File: src/rtl/rrlt_pkg.sv
// shared types and codes for the rectangle lock table
package rrlt_pkg;

  localparam int unsigned EntriesDefault = 16;
  localparam int unsigned CoordW = 16;
  localparam int unsigned CountW = 9;

  localparam logic [1:0] OP_ACQUIRE = 2'd0;
  localparam logic [1:0] OP_RELEASE = 2'd1;
  localparam logic [1:0] OP_CLEAR   = 2'd2;
  localparam logic [1:0] OP_READ    = 2'd3;

  localparam logic [2:0] ST_OK        = 3'd0;
  localparam logic [2:0] ST_INVALID   = 3'd1;
  localparam logic [2:0] ST_BUSY      = 3'd2;
  localparam logic [2:0] ST_NOTLOCKED = 3'd3;
  localparam logic [2:0] ST_FULL      = 3'd4;
  localparam logic [2:0] ST_BADINDEX  = 3'd5;

  typedef struct packed {
    logic signed [CoordW-1:0] left;
    logic signed [CoordW-1:0] top;
    logic signed [CoordW-1:0] right;
    logic signed [CoordW-1:0] bottom;
  } rect_t;

  typedef struct packed {
    logic overlap;
    logic equal;
  } cmp_t;

endpackage

File: src/rtl/rrlt_cmp.sv
// shared compare unit: overlap and exact match of two rectangles
module rrlt_cmp (
  input  rrlt_pkg::rect_t a_i,
  input  rrlt_pkg::rect_t b_i,
  output rrlt_pkg::cmp_t  res_o
);

  logic signed [rrlt_pkg::CoordW-1:0] max_l, min_r, max_t, min_b;

  always_comb begin
    max_l = (a_i.left > b_i.left) ? a_i.left : b_i.left;
    min_r = (a_i.right < b_i.right) ? a_i.right : b_i.right;
    max_t = (a_i.top > b_i.top) ? a_i.top : b_i.top;
    min_b = (a_i.bottom < b_i.bottom) ? a_i.bottom : b_i.bottom;
    res_o.overlap = (max_l < min_r) && (max_t < min_b);
    res_o.equal   = (a_i == b_i);
  end

endmodule

File: src/rtl/rrlt_store.sv
// rectangle storage: one write port, one registered read port
module rrlt_store #(
  parameter int unsigned ENTRIES = rrlt_pkg::EntriesDefault,
  parameter int unsigned AW = (ENTRIES > 1) ? $clog2(ENTRIES) : 1
) (
  input  logic            clk_i,
  input  logic            we_i,
  input  logic [AW-1:0]   waddr_i,
  input  rrlt_pkg::rect_t wdata_i,
  input  logic [AW-1:0]   raddr_i,
  output rrlt_pkg::rect_t rdata_o
);

  rrlt_pkg::rect_t mem [ENTRIES];
  rrlt_pkg::rect_t rdata_q;

  always_ff @(posedge clk_i) begin
    if (we_i) begin
      mem[waddr_i] <= wdata_i;
    end
    rdata_q <= mem[raddr_i];
  end

  assign rdata_o = rdata_q;

endmodule

File: src/rtl/rect_region_lock_table.sv
// rectangle lock table: acquire, release, clear and read over a held list
// One request is taken when start_i is high and busy_o is low. busy_o is high while a
// request runs past its first cycle and is low again in the cycle its result appears,
// which is for exactly one cycle with done_o high and cannot be stalled (the next
// request may be given in that same cycle). Clear, invalid or out-of-range requests,
// and acquire or release on an empty table finish without leaving idle; a read of a
// held entry passes through a memory read step and an output step. Acquire and release
// walk the held entries through one shared compare unit with one memory read and one
// compare per entry, and an acquire stops at the first overlap or after the last held
// entry; a matching release closes the gap by moving each later entry down one place
// with a read and a write per entry. held_count_o gives the count after the request.
module rect_region_lock_table #(
  parameter int unsigned ENTRIES = rrlt_pkg::EntriesDefault
) (
  input  logic        clk_i,
  input  logic        rst_ni,
  input  logic        start_i,
  output logic        busy_o,
  input  logic [1:0]  op_i,
  input  logic signed [15:0] rect_left_i,
  input  logic signed [15:0] rect_top_i,
  input  logic signed [15:0] rect_right_i,
  input  logic signed [15:0] rect_bottom_i,
  input  logic [7:0]  entry_index_i,
  output logic        done_o,
  output logic [2:0]  status_o,
  output logic signed [15:0] out_left_o,
  output logic signed [15:0] out_top_o,
  output logic signed [15:0] out_right_o,
  output logic signed [15:0] out_bottom_o,
  output logic [8:0]  held_count_o
);

  localparam int unsigned AW = (ENTRIES > 1) ? $clog2(ENTRIES) : 1;
  localparam int unsigned CW = $clog2(ENTRIES + 1);

  localparam logic [2:0] S_IDLE     = 3'd0;
  localparam logic [2:0] S_SCAN_RD  = 3'd1;
  localparam logic [2:0] S_SCAN_CMP = 3'd2;
  localparam logic [2:0] S_SHIFT_RD = 3'd3;
  localparam logic [2:0] S_SHIFT_WR = 3'd4;
  localparam logic [2:0] S_READ     = 3'd5;
  localparam logic [2:0] S_READ_RD  = 3'd6;

  logic [2:0] state_q, state_d;
  logic [CW-1:0] count_q, count_d;
  logic [CW-1:0] ptr_q, ptr_d;
  logic [1:0] op_q, op_d;
  rrlt_pkg::rect_t query_q, query_d;
  logic done_q, done_d;
  logic [2:0] status_q, status_d;
  rrlt_pkg::rect_t out_q, out_d;

  rrlt_pkg::rect_t req_rect, rdata, wdata;
  rrlt_pkg::cmp_t  cmp;
  logic we;
  logic [AW-1:0] waddr;
  logic [CW-1:0] ptr_p1, ptr_m1;
  logic req_valid, last, full;

  assign req_rect.left   = rect_left_i;
  assign req_rect.top    = rect_top_i;
  assign req_rect.right  = rect_right_i;
  assign req_rect.bottom = rect_bottom_i;

  assign req_valid = (rect_left_i < rect_right_i) && (rect_top_i < rect_bottom_i);
  assign ptr_p1 = ptr_q + CW'(1);
  assign ptr_m1 = ptr_q - CW'(1);
  assign last = (ptr_p1 >= count_q);
  assign full = (count_q >= CW'(ENTRIES));

  rrlt_store #(
    .ENTRIES(ENTRIES),
    .AW     (AW)
  ) u_store (
    .clk_i  (clk_i),
    .we_i   (we),
    .waddr_i(waddr),
    .wdata_i(wdata),
    .raddr_i(ptr_q[AW-1:0]),
    .rdata_o(rdata)
  );

  rrlt_cmp u_cmp (
    .a_i  (query_q),
    .b_i  (rdata),
    .res_o(cmp)
  );

  always_comb begin
    state_d  = state_q;
    count_d  = count_q;
    ptr_d    = ptr_q;
    op_d     = op_q;
    query_d  = query_q;
    done_d   = 1'b0;
    status_d = status_q;
    out_d    = out_q;
    we       = 1'b0;
    waddr    = count_q[AW-1:0];
    wdata    = query_q;

    unique case (state_q)
      S_IDLE: begin
        if (start_i) begin
          op_d    = op_i;
          query_d = req_rect;
          ptr_d   = '0;
          out_d   = '0;
          unique case (op_i)
            rrlt_pkg::OP_ACQUIRE, rrlt_pkg::OP_RELEASE: begin
              if (!req_valid) begin
                status_d = rrlt_pkg::ST_INVALID;
                done_d   = 1'b1;
              end else if (count_q == '0) begin
                if (op_i == rrlt_pkg::OP_ACQUIRE) begin
                  we       = 1'b1;
                  wdata    = req_rect;
                  count_d  = count_q + CW'(1);
                  status_d = rrlt_pkg::ST_OK;
                end else begin
                  status_d = rrlt_pkg::ST_NOTLOCKED;
                end
                done_d = 1'b1;
              end else begin
                state_d = S_SCAN_RD;
              end
            end
            rrlt_pkg::OP_CLEAR: begin
              count_d  = '0;
              status_d = rrlt_pkg::ST_OK;
              done_d   = 1'b1;
            end
            default: begin
              if ({1'b0, entry_index_i} >= 9'(count_q)) begin
                status_d = rrlt_pkg::ST_BADINDEX;
                done_d   = 1'b1;
              end else begin
                ptr_d   = CW'(entry_index_i);
                state_d = S_READ_RD;
              end
            end
          endcase
        end
      end
      S_SCAN_RD: begin
        state_d = S_SCAN_CMP;
      end
      S_SCAN_CMP: begin
        if (op_q == rrlt_pkg::OP_ACQUIRE) begin
          if (cmp.overlap) begin
            status_d = rrlt_pkg::ST_BUSY;
            done_d   = 1'b1;
            state_d  = S_IDLE;
          end else if (last) begin
            if (full) begin
              status_d = rrlt_pkg::ST_FULL;
            end else begin
              we       = 1'b1;
              count_d  = count_q + CW'(1);
              status_d = rrlt_pkg::ST_OK;
            end
            done_d  = 1'b1;
            state_d = S_IDLE;
          end else begin
            ptr_d   = ptr_p1;
            state_d = S_SCAN_RD;
          end
        end else begin
          if (cmp.equal) begin
            if (last) begin
              count_d  = count_q - CW'(1);
              status_d = rrlt_pkg::ST_OK;
              done_d   = 1'b1;
              state_d  = S_IDLE;
            end else begin
              ptr_d   = ptr_p1;
              state_d = S_SHIFT_RD;
            end
          end else if (last) begin
            status_d = rrlt_pkg::ST_NOTLOCKED;
            done_d   = 1'b1;
            state_d  = S_IDLE;
          end else begin
            ptr_d   = ptr_p1;
            state_d = S_SCAN_RD;
          end
        end
      end
      S_SHIFT_RD: begin
        state_d = S_SHIFT_WR;
      end
      S_SHIFT_WR: begin
        we    = 1'b1;
        waddr = ptr_m1[AW-1:0];
        wdata = rdata;
        if (last) begin
          count_d  = count_q - CW'(1);
          status_d = rrlt_pkg::ST_OK;
          done_d   = 1'b1;
          state_d  = S_IDLE;
        end else begin
          ptr_d   = ptr_p1;
          state_d = S_SHIFT_RD;
        end
      end
      S_READ_RD: begin
        state_d = S_READ;
      end
      S_READ: begin
        out_d    = rdata;
        status_d = rrlt_pkg::ST_OK;
        done_d   = 1'b1;
        state_d  = S_IDLE;
      end
      default: begin
        state_d = S_IDLE;
      end
    endcase
  end

  always_ff @(posedge clk_i or negedge rst_ni) begin
    if (!rst_ni) begin
      state_q <= S_IDLE;
      count_q <= '0;
      done_q  <= 1'b0;
    end else begin
      state_q <= state_d;
      count_q <= count_d;
      done_q  <= done_d;
    end
  end

  always_ff @(posedge clk_i) begin
    ptr_q    <= ptr_d;
    op_q     <= op_d;
    query_q  <= query_d;
    status_q <= status_d;
    out_q    <= out_d;
  end

  assign busy_o       = (state_q != S_IDLE);
  assign done_o       = done_q;
  assign status_o     = status_q;
  assign out_left_o   = out_q.left;
  assign out_top_o    = out_q.top;
  assign out_right_o  = out_q.right;
  assign out_bottom_o = out_q.bottom;
  assign held_count_o = 9'(count_q);

endmodule
File: config.mk
export PLATFORM = sky130hd
export DESIGN_NAME = rect_region_lock_table
export DESIGN_NICKNAME = d
export VERILOG_FILES = /design/src/rtl/rrlt_pkg.sv /design/src/rtl/rrlt_cmp.sv /design/src/rtl/rrlt_store.sv /design/src/rtl/rect_region_lock_table.sv
export SDC_FILE = /design/constraint.sdc
export NUM_CORES = 2
export LEC_CHECK = 0
export BUFFER_PORTS_ARGS = -buffer_cell sky130_fd_sc_hd__clkbuf_2
export CELL_PAD_IN_SITES_DETAIL_PLACEMENT = 1
export CELL_PAD_IN_SITES_GLOBAL_PLACEMENT = 1
export CORE_AREA = 3 3 362 364
export DETAILED_ROUTE_END_ITERATION = 6
export DIE_AREA = 0 0 365 367
export GPL_ROUTABILITY_DRIVEN = 0
export PLACE_DENSITY = 0.63
export SYNTH_ARGS = -nofsm -noshare
export SYNTH_HDL_FRONTEND = slang
export SYNTH_HIERARCHICAL = 1
export SYNTH_SLANG_ARGS = --single-unit
File: constraint.sdc
create_clock -name clk_i -period 8.7 [get_ports clk_i]
set_input_delay 0.87 -clock clk_i [delete_from_list [all_inputs] [get_ports clk_i]]
set_output_delay 0.87 -clock clk_i [all_outputs]
set_load 0.05 [all_outputs]
[After elaboration in Yosys (flattened, before gate mapping)]
Memories as Yosys holds them, arrays and structs flattened. A register that Yosys moved wholly into a read port is not among the register bits.
Cells that the tools add are included.
Storage, ports and cells
  flip-flop bits (word level): 147
  RAM bits: 1024
  input port bits: 77
  memories kept: 1
Memory list
  u_store.mem: depth 16, width 64, rd ports 1, clocked after memory_dff 1, wr ports 1, line rrlt_store.sv:14  | rrlt_pkg::rect_t mem [ENTRIES];
Operators by class
  add/sub/neg operators: 4
  magnitude comparators: 11
  equality and inequality tests: 25
  mux-type cells: 78
  reductions and logical operators: 18
Operator list (number)
  two-way mux 64 bit: 6
  case mux 64 bit (2 select lines): 2
  < comparator 16 bit: 6
  two-way mux 5 bit: 16
  equality test 64 bit: 1
  two-way mux 16 bit: 4
  two-way mux 3 bit: 17
  > comparator 16 bit: 2
  case mux 5 bit (3 select lines): 2
  != test 3 bit (second input constant): 8
  two-way mux 1 bit: 20
  case mux 3 bit (6 select lines): 1
  != test 4 bit (second input constant): 3
  case mux 3 bit (2 select lines): 2
  case mux 3 bit (4 select lines): 1
  adder 5 x 1 -> 5 bit (second input constant): 2
  case mux 5 bit (2 select lines): 1
  AND reduction 10 bit: 1
  equality test 3 bit (second input constant): 3
  >= comparator 8 x 5 -> 1 bit: 1
  equality test 3 x 2 -> 1 bit (second input constant): 2
  AND reduction 6 bit: 1
  nonzero test 3 bit: 2
  >= comparator 5 bit: 1
  26 further kinds: 31

[Longest topological paths before layout]
  word-level depth: 9
  depth in mapped cells: 25
  depth with buffers taken out: 23

[Modules after synthesis]
The synthesis kept the hierarchy.
Modules (own cells, without submodules)
  rrlt_store: times used 1, cells an instance 1647, area each 39581.7 µm², sequential area each 32030.7 µm²
  rect_region_lock_table: times used 1, cells an instance 764, area each 8441.8 µm², sequential area each 4369.2 µm²
  rrlt_cmp: times used 1, cells an instance 436, area each 3025.4 µm², sequential area each 0.0 µm²

[Worst setup path after synthesis]
No wires, ideal clock.
  kind: register to register
  start point: reg query_q[55] (netlist bit)
  end point: mem u_store/mem[0][0] (netlist bit), enable pin
  setup time: 565 ps
  arrival time: 8502 ps
  data required time: 8135 ps
  setup slack: -367 ps
  cell stages (with the launch flop): 19
  buffers on the path: 1
  clock period less this slack: 9067 ps
  cells stage by stage: edfxtp_1 -> ha_1 -> a21oi_1 -> o21ai_0 -> a21oi_1 -> nor2_1 -> o31ai_2 -> buf_2 -> mux2_2 -> ha_1 -> a21o_1 -> a21oi_1 -> a2111o_1 -> a41oi_1 -> nor4_2 -> nor2_1 -> a21o_1 -> or3b_2 -> nor3_1
RTL lines
  start: declaration: line rect_region_lock_table.sv:49  | rrlt_pkg::rect_t query_q, query_d;
  start signal: assignment: line rect_region_lock_table.sv:237  | query_q <= query_d;
  end: declaration: line rrlt_store.sv:14

==> results.md <==
- Crit path capture type: flop
- DRC violation total after the first TritonRoute iteration: 3187
- Router iterations before antenna repair: 7
- Reg-to-reg startpoint: u_store/rdata_o[15]$_DFF_P_
- Clock period minus final worst setup slack: 8239 ps
- Fmax: 121.4 MHz
- Via count: 28680
- Yosys Warn Count: 6
- Final Slew Violations: 0
- Count of fill cells added during filler insertion: 11950
- Worst Max-Slew Pin Slew: 1281 ps
- Worst-case setup margin in the final layout: 461.4 ps
- Hold Crit Start: rect_right_i[15]
- Num CTS Buffers: 133
- Reg2Reg Capture Point: u_store/mem[12][57]$_DFFE_PP_
- HPWL after detailed placement: 93.36 mm
- Final setup violating endpoints: 0
- Clk pwr share: 25.7%
- Power share of the combinational group: 36.0%
- H-Tree Depth: 4
- Standard-cell rows: 131
- Final Net Count: 3287
- Hold depth: 1
- Total wirelength of the detailed-routed design: 150.9 mm
- Number of synthesized register bits: 1235
- Vias per cell: 5.917
- Static leakage power: 19.76 nW
- Fin crit share: 94.70%
- Reg2Reg Setup Slack: 460 ps
- Total clock sinks: 1235
- Unrepaired setup endpoints after global routing: no
- Number of remaining DRC errors: 0
- Flop pwr share: 38.3%
- Die width: 365 µm
- Synth cell types: 78
- Number of cell instances on the worst register-to-register path: 23
- Dpl cells: 4598
- Clock transition at the registers of the reported paths: 60 ps
- Vert. Die Dim: 367 µm
- Sw Share: 36.16%
- Root buffer cell: sky130_fd_sc_hd__clkbuf_16
- Terminating pin of the worst hold path: query_q[31]$_DFFE_PP_
- Total I/O pin count: 155
- Number of synthesized flops with an enable pin: 1162
- Sort of element at the start of the critical path: flop
- Via count of the first global-routing pass: 30170
- TritonCTS clock tree: done
- First-pass GRT wire length: 218.0 mm
- Total die area: 0.1340 mm²
- Outcome: complete, no violations
- Number of buffers added for setup after CTS: 0
- Clock Skews: 20.03 ps
- Power Internal: 13.97 mW
- Area inside the core boundary: 0.1277 mm²
- Max clock buf depth: 3
- Ratio of cells with drive above 1 in the final layout: 23.62%
- Total grt overflow: 0
- Highest net fanout along the worst path: 31
- Largest net degree at the start of global routing: 133
- Overall global routing resource usage: 22.61%
- Non-filler instance count after layout: 4846
- Clk Latency, worst-skew pair: 740 ps
- Synth-to-Final Area Change: 14.63%
- Worst hold-check path type: in -> reg
- Path type of the worst setup path: reg -> reg
- Initial antenna violation count: 16
- Starting density of the core: 39.98%
- Fraction of the yosys area taken by sequential cells: 71.30%
- Async set-or-reset flop fraction in the synthesized netlist: 0.7287%
- Top library cells by usage in the layout, fill and taps aside: sky130_fd_sc_hd__edfxtp_1, sky130_fd_sc_hd__mux4_2, sky130_fd_sc_hd__clkbuf_2
- Post-Syn Area: 0.05105 mm²
- Worst endpoint required time: 9110 ps
- # Max-Cap Violations: 0
- Arrival time reported for the critical path endpoint: 8650 ps
- Number of failing hold endpoints at the final stage: 0
- Worst vdd ir: 0.2746 mV
- Setup WS pre-CTS: 546.7 ps
- Post-DRT Antenna Nets: 0
- Tightest slew margin relative to the limit: 14.42%
- Cells after Synth: 2847
- NetSw: 7.909 mW
- Main synth FF type: sky130_fd_sc_hd__edfxtp_1
- Power Density: 373.8 mW/mm²
- Post-Synthesis Mean Instance Area: 17.93 µm²
- Most frequent standard cell in the layout excluding fill and tap cells: sky130_fd_sc_hd__edfxtp_1
- Port buffer count: 150
- Routed wire length per instance: 31.13 µm
cell usage after synthesis, types with 27 or more instances:
cell type,number,area (µm²)
sky130_fd_sc_hd__a21oi_1,89,445.4
sky130_fd_sc_hd__mux4_2,256,5766
sky130_fd_sc_hd__o22ai_1,33,206.5
sky130_fd_sc_hd__a22oi_1,130,975.9
sky130_fd_sc_hd__o221a_1,38,427.9
sky130_fd_sc_hd__nand2_1,136,510.5
sky130_fd_sc_hd__dfxtp_1,64,1281
sky130_fd_sc_hd__a22o_1,29,254.0
sky130_fd_sc_hd__inv_1,113,424.2
sky130_fd_sc_hd__and2_1,65,406.6
sky130_fd_sc_hd__clkbuf_1,70,262.8
sky130_fd_sc_hd__ha_1,138,1727
sky130_fd_sc_hd__a211oi_1,33,247.7
sky130_fd_sc_hd__buf_2,27,135.1
sky130_fd_sc_hd__edfxtp_1,1162,34890
sky130_fd_sc_hd__nand2b_1,48,300.3
sky130_fd_sc_hd__o21ai_0,45,225.2
sky130_fd_sc_hd__nor3_1,35,175.2
sky130_fd_sc_hd__nor2_1,109,409.1
through the flow:
| step | area, µm² | TNS, ps | hold slack [ps] | total power, mW | util [%] |
|---|---|---|---|---|---|
| after detailed placement | 54150 | 0 | 557.6 | 16.34 | 42.41 |
| after global routing | 58510 | 0 | 331.1 | 22.93 | 45.82 |
| final | 58520 | 0 | 361.7 | 21.87 | 45.83 |
| after global placement | 54130 | -129780 | 562.3 | 16.05 | 42.40 |
| after CTS | 58490 | 0 | 318.5 | 22.00 | 45.81 |
| after floorplan | 51080 | 0 | 520.1 | 13.50 | - |
power groups by stage:
| stage | logic (mW) | clock network (mW) | registers (mW) |
|---|---|---|---|
| after global placement | 7.59 | 0 | 8.46 |
| after global routing | 8.50 | 5.99 | 8.44 |
| after CTS | 7.88 | 5.73 | 8.39 |
| after floorplan | 4.84 | 0 | 8.65 |
| final | 7.87 | 5.62 | 8.38 |
| after detailed placement | 7.84 | 0 | 8.50 |
cell type report:
cell class	instances	area (µm²)	share of cell area, %
Clock buffer	183	3712	6.344
Clock inverter	59	613.1	1.048
Sequential cell	1235	36400	62.20
Antenna cell	5	12.51	0.02138
Multi-Input combinational cell	1362	13820	23.62
Tap cell	1662	2079	3.553
Inverter	114	427.9	0.7312
Timing Repair Buffer	226	1449	2.476
worst max-delay path: stages, from the launching register on:
cell	delay, ps
sky130_fd_sc_hd__dfxtp_1	460
sky130_fd_sc_hd__inv_1	110
sky130_fd_sc_hd__ha_1	380
sky130_fd_sc_hd__nand4_1	200
sky130_fd_sc_hd__nor4_1	1020
sky130_fd_sc_hd__a21boi_2	400
sky130_fd_sc_hd__a2111oi_4	80
sky130_fd_sc_hd__xnor2_2	410
sky130_fd_sc_hd__nor2_1	90
sky130_fd_sc_hd__a21oi_1	170
sky130_fd_sc_hd__ha_1	290
sky130_fd_sc_hd__a21o_1	180
sky130_fd_sc_hd__a21o_1	170
sky130_fd_sc_hd__a21o_1	170
sky130_fd_sc_hd__a21o_1	170
sky130_fd_sc_hd__a21o_1	180
sky130_fd_sc_hd__a2111oi_2	960
sky130_fd_sc_hd__o22ai_1	270
sky130_fd_sc_hd__nor4_4	680
sky130_fd_sc_hd__nor2_1	150
sky130_fd_sc_hd__a21o_1	270
sky130_fd_sc_hd__nand3_1	350
sky130_fd_sc_hd__nor3_4	250
sky130_fd_sc_hd__buf_4	460
layer usage:
| layer | routed length (µm) | track usage (%) |
|---|---|---|
| met4 | 3455 | 5.891 |
| met1 | 64260 | 31.89 |
| met3 | 11700 | 4.777 |
| met2 | 71410 | 35.80 |
| met5 | 49 | 0 |
kinds of logic (layout without fill, tap and decap cells):
family / after synthesis / count (layout) / synth area share, %
fa+ha+maj: 138 / 138 / 3.382
mux: 275 / 275 / 11.71
buf+inv: 253 / 582 / 2.221
other cells: 1 / 9 / 0.007346
flops: 1235 / 1235 / 71.30
xor+xnor: 6 / 6 / 0.1177
simple gates: 470 / 470 / 4.544
compound gates: 469 / 469 / 6.716
flip-flops by register name, indices dropped and copies added, names as in the netlist:
signal and cells:
u_store/mem 1024, query_q 64, u_store/rdata_o 64, out_bottom_o 16, out_left_o 16, out_right_o 16
out_top_o 16, count_q 5, ptr_q 5, state_q 3, status_o 3, op_q 2
done_o 1
how the worst max path moves through the flow:
| stage | start | to | cells after the start |
|---|---|---|---|
| final | u_store/rdata_o[15]$_DFF_P_ | u_store/mem[12][57]$_DFFE_PP_ | 23 |
| after detailed placement | u_store/rdata_o[15]$_DFF_P_ | u_store/mem[5][36]$_DFFE_PP_ | 23 |
| after floorplan | query_q[55]$_DFFE_PP_ | u_store/mem[1][0]$_DFFE_PP_ | 18 |
| after global routing | u_store/rdata_o[15]$_DFF_P_ | u_store/mem[12][57]$_DFFE_PP_ | 23 |
| after CTS | u_store/rdata_o[15]$_DFF_P_ | u_store/mem[12][52]$_DFFE_PP_ | 23 |
| after global placement | u_store/rdata_o[15]$_DFF_P_ | u_store/mem[5][52]$_DFFE_PP_ | 23 |
what timing repair did:
action / CTS / global route
hold buffers: 1 / 0
hold endpoints to repair: 9 / 0
resized for setup: 0 / 1
setup endpoints to repair: 0 / 66
(Power assumes the default switching activity.)
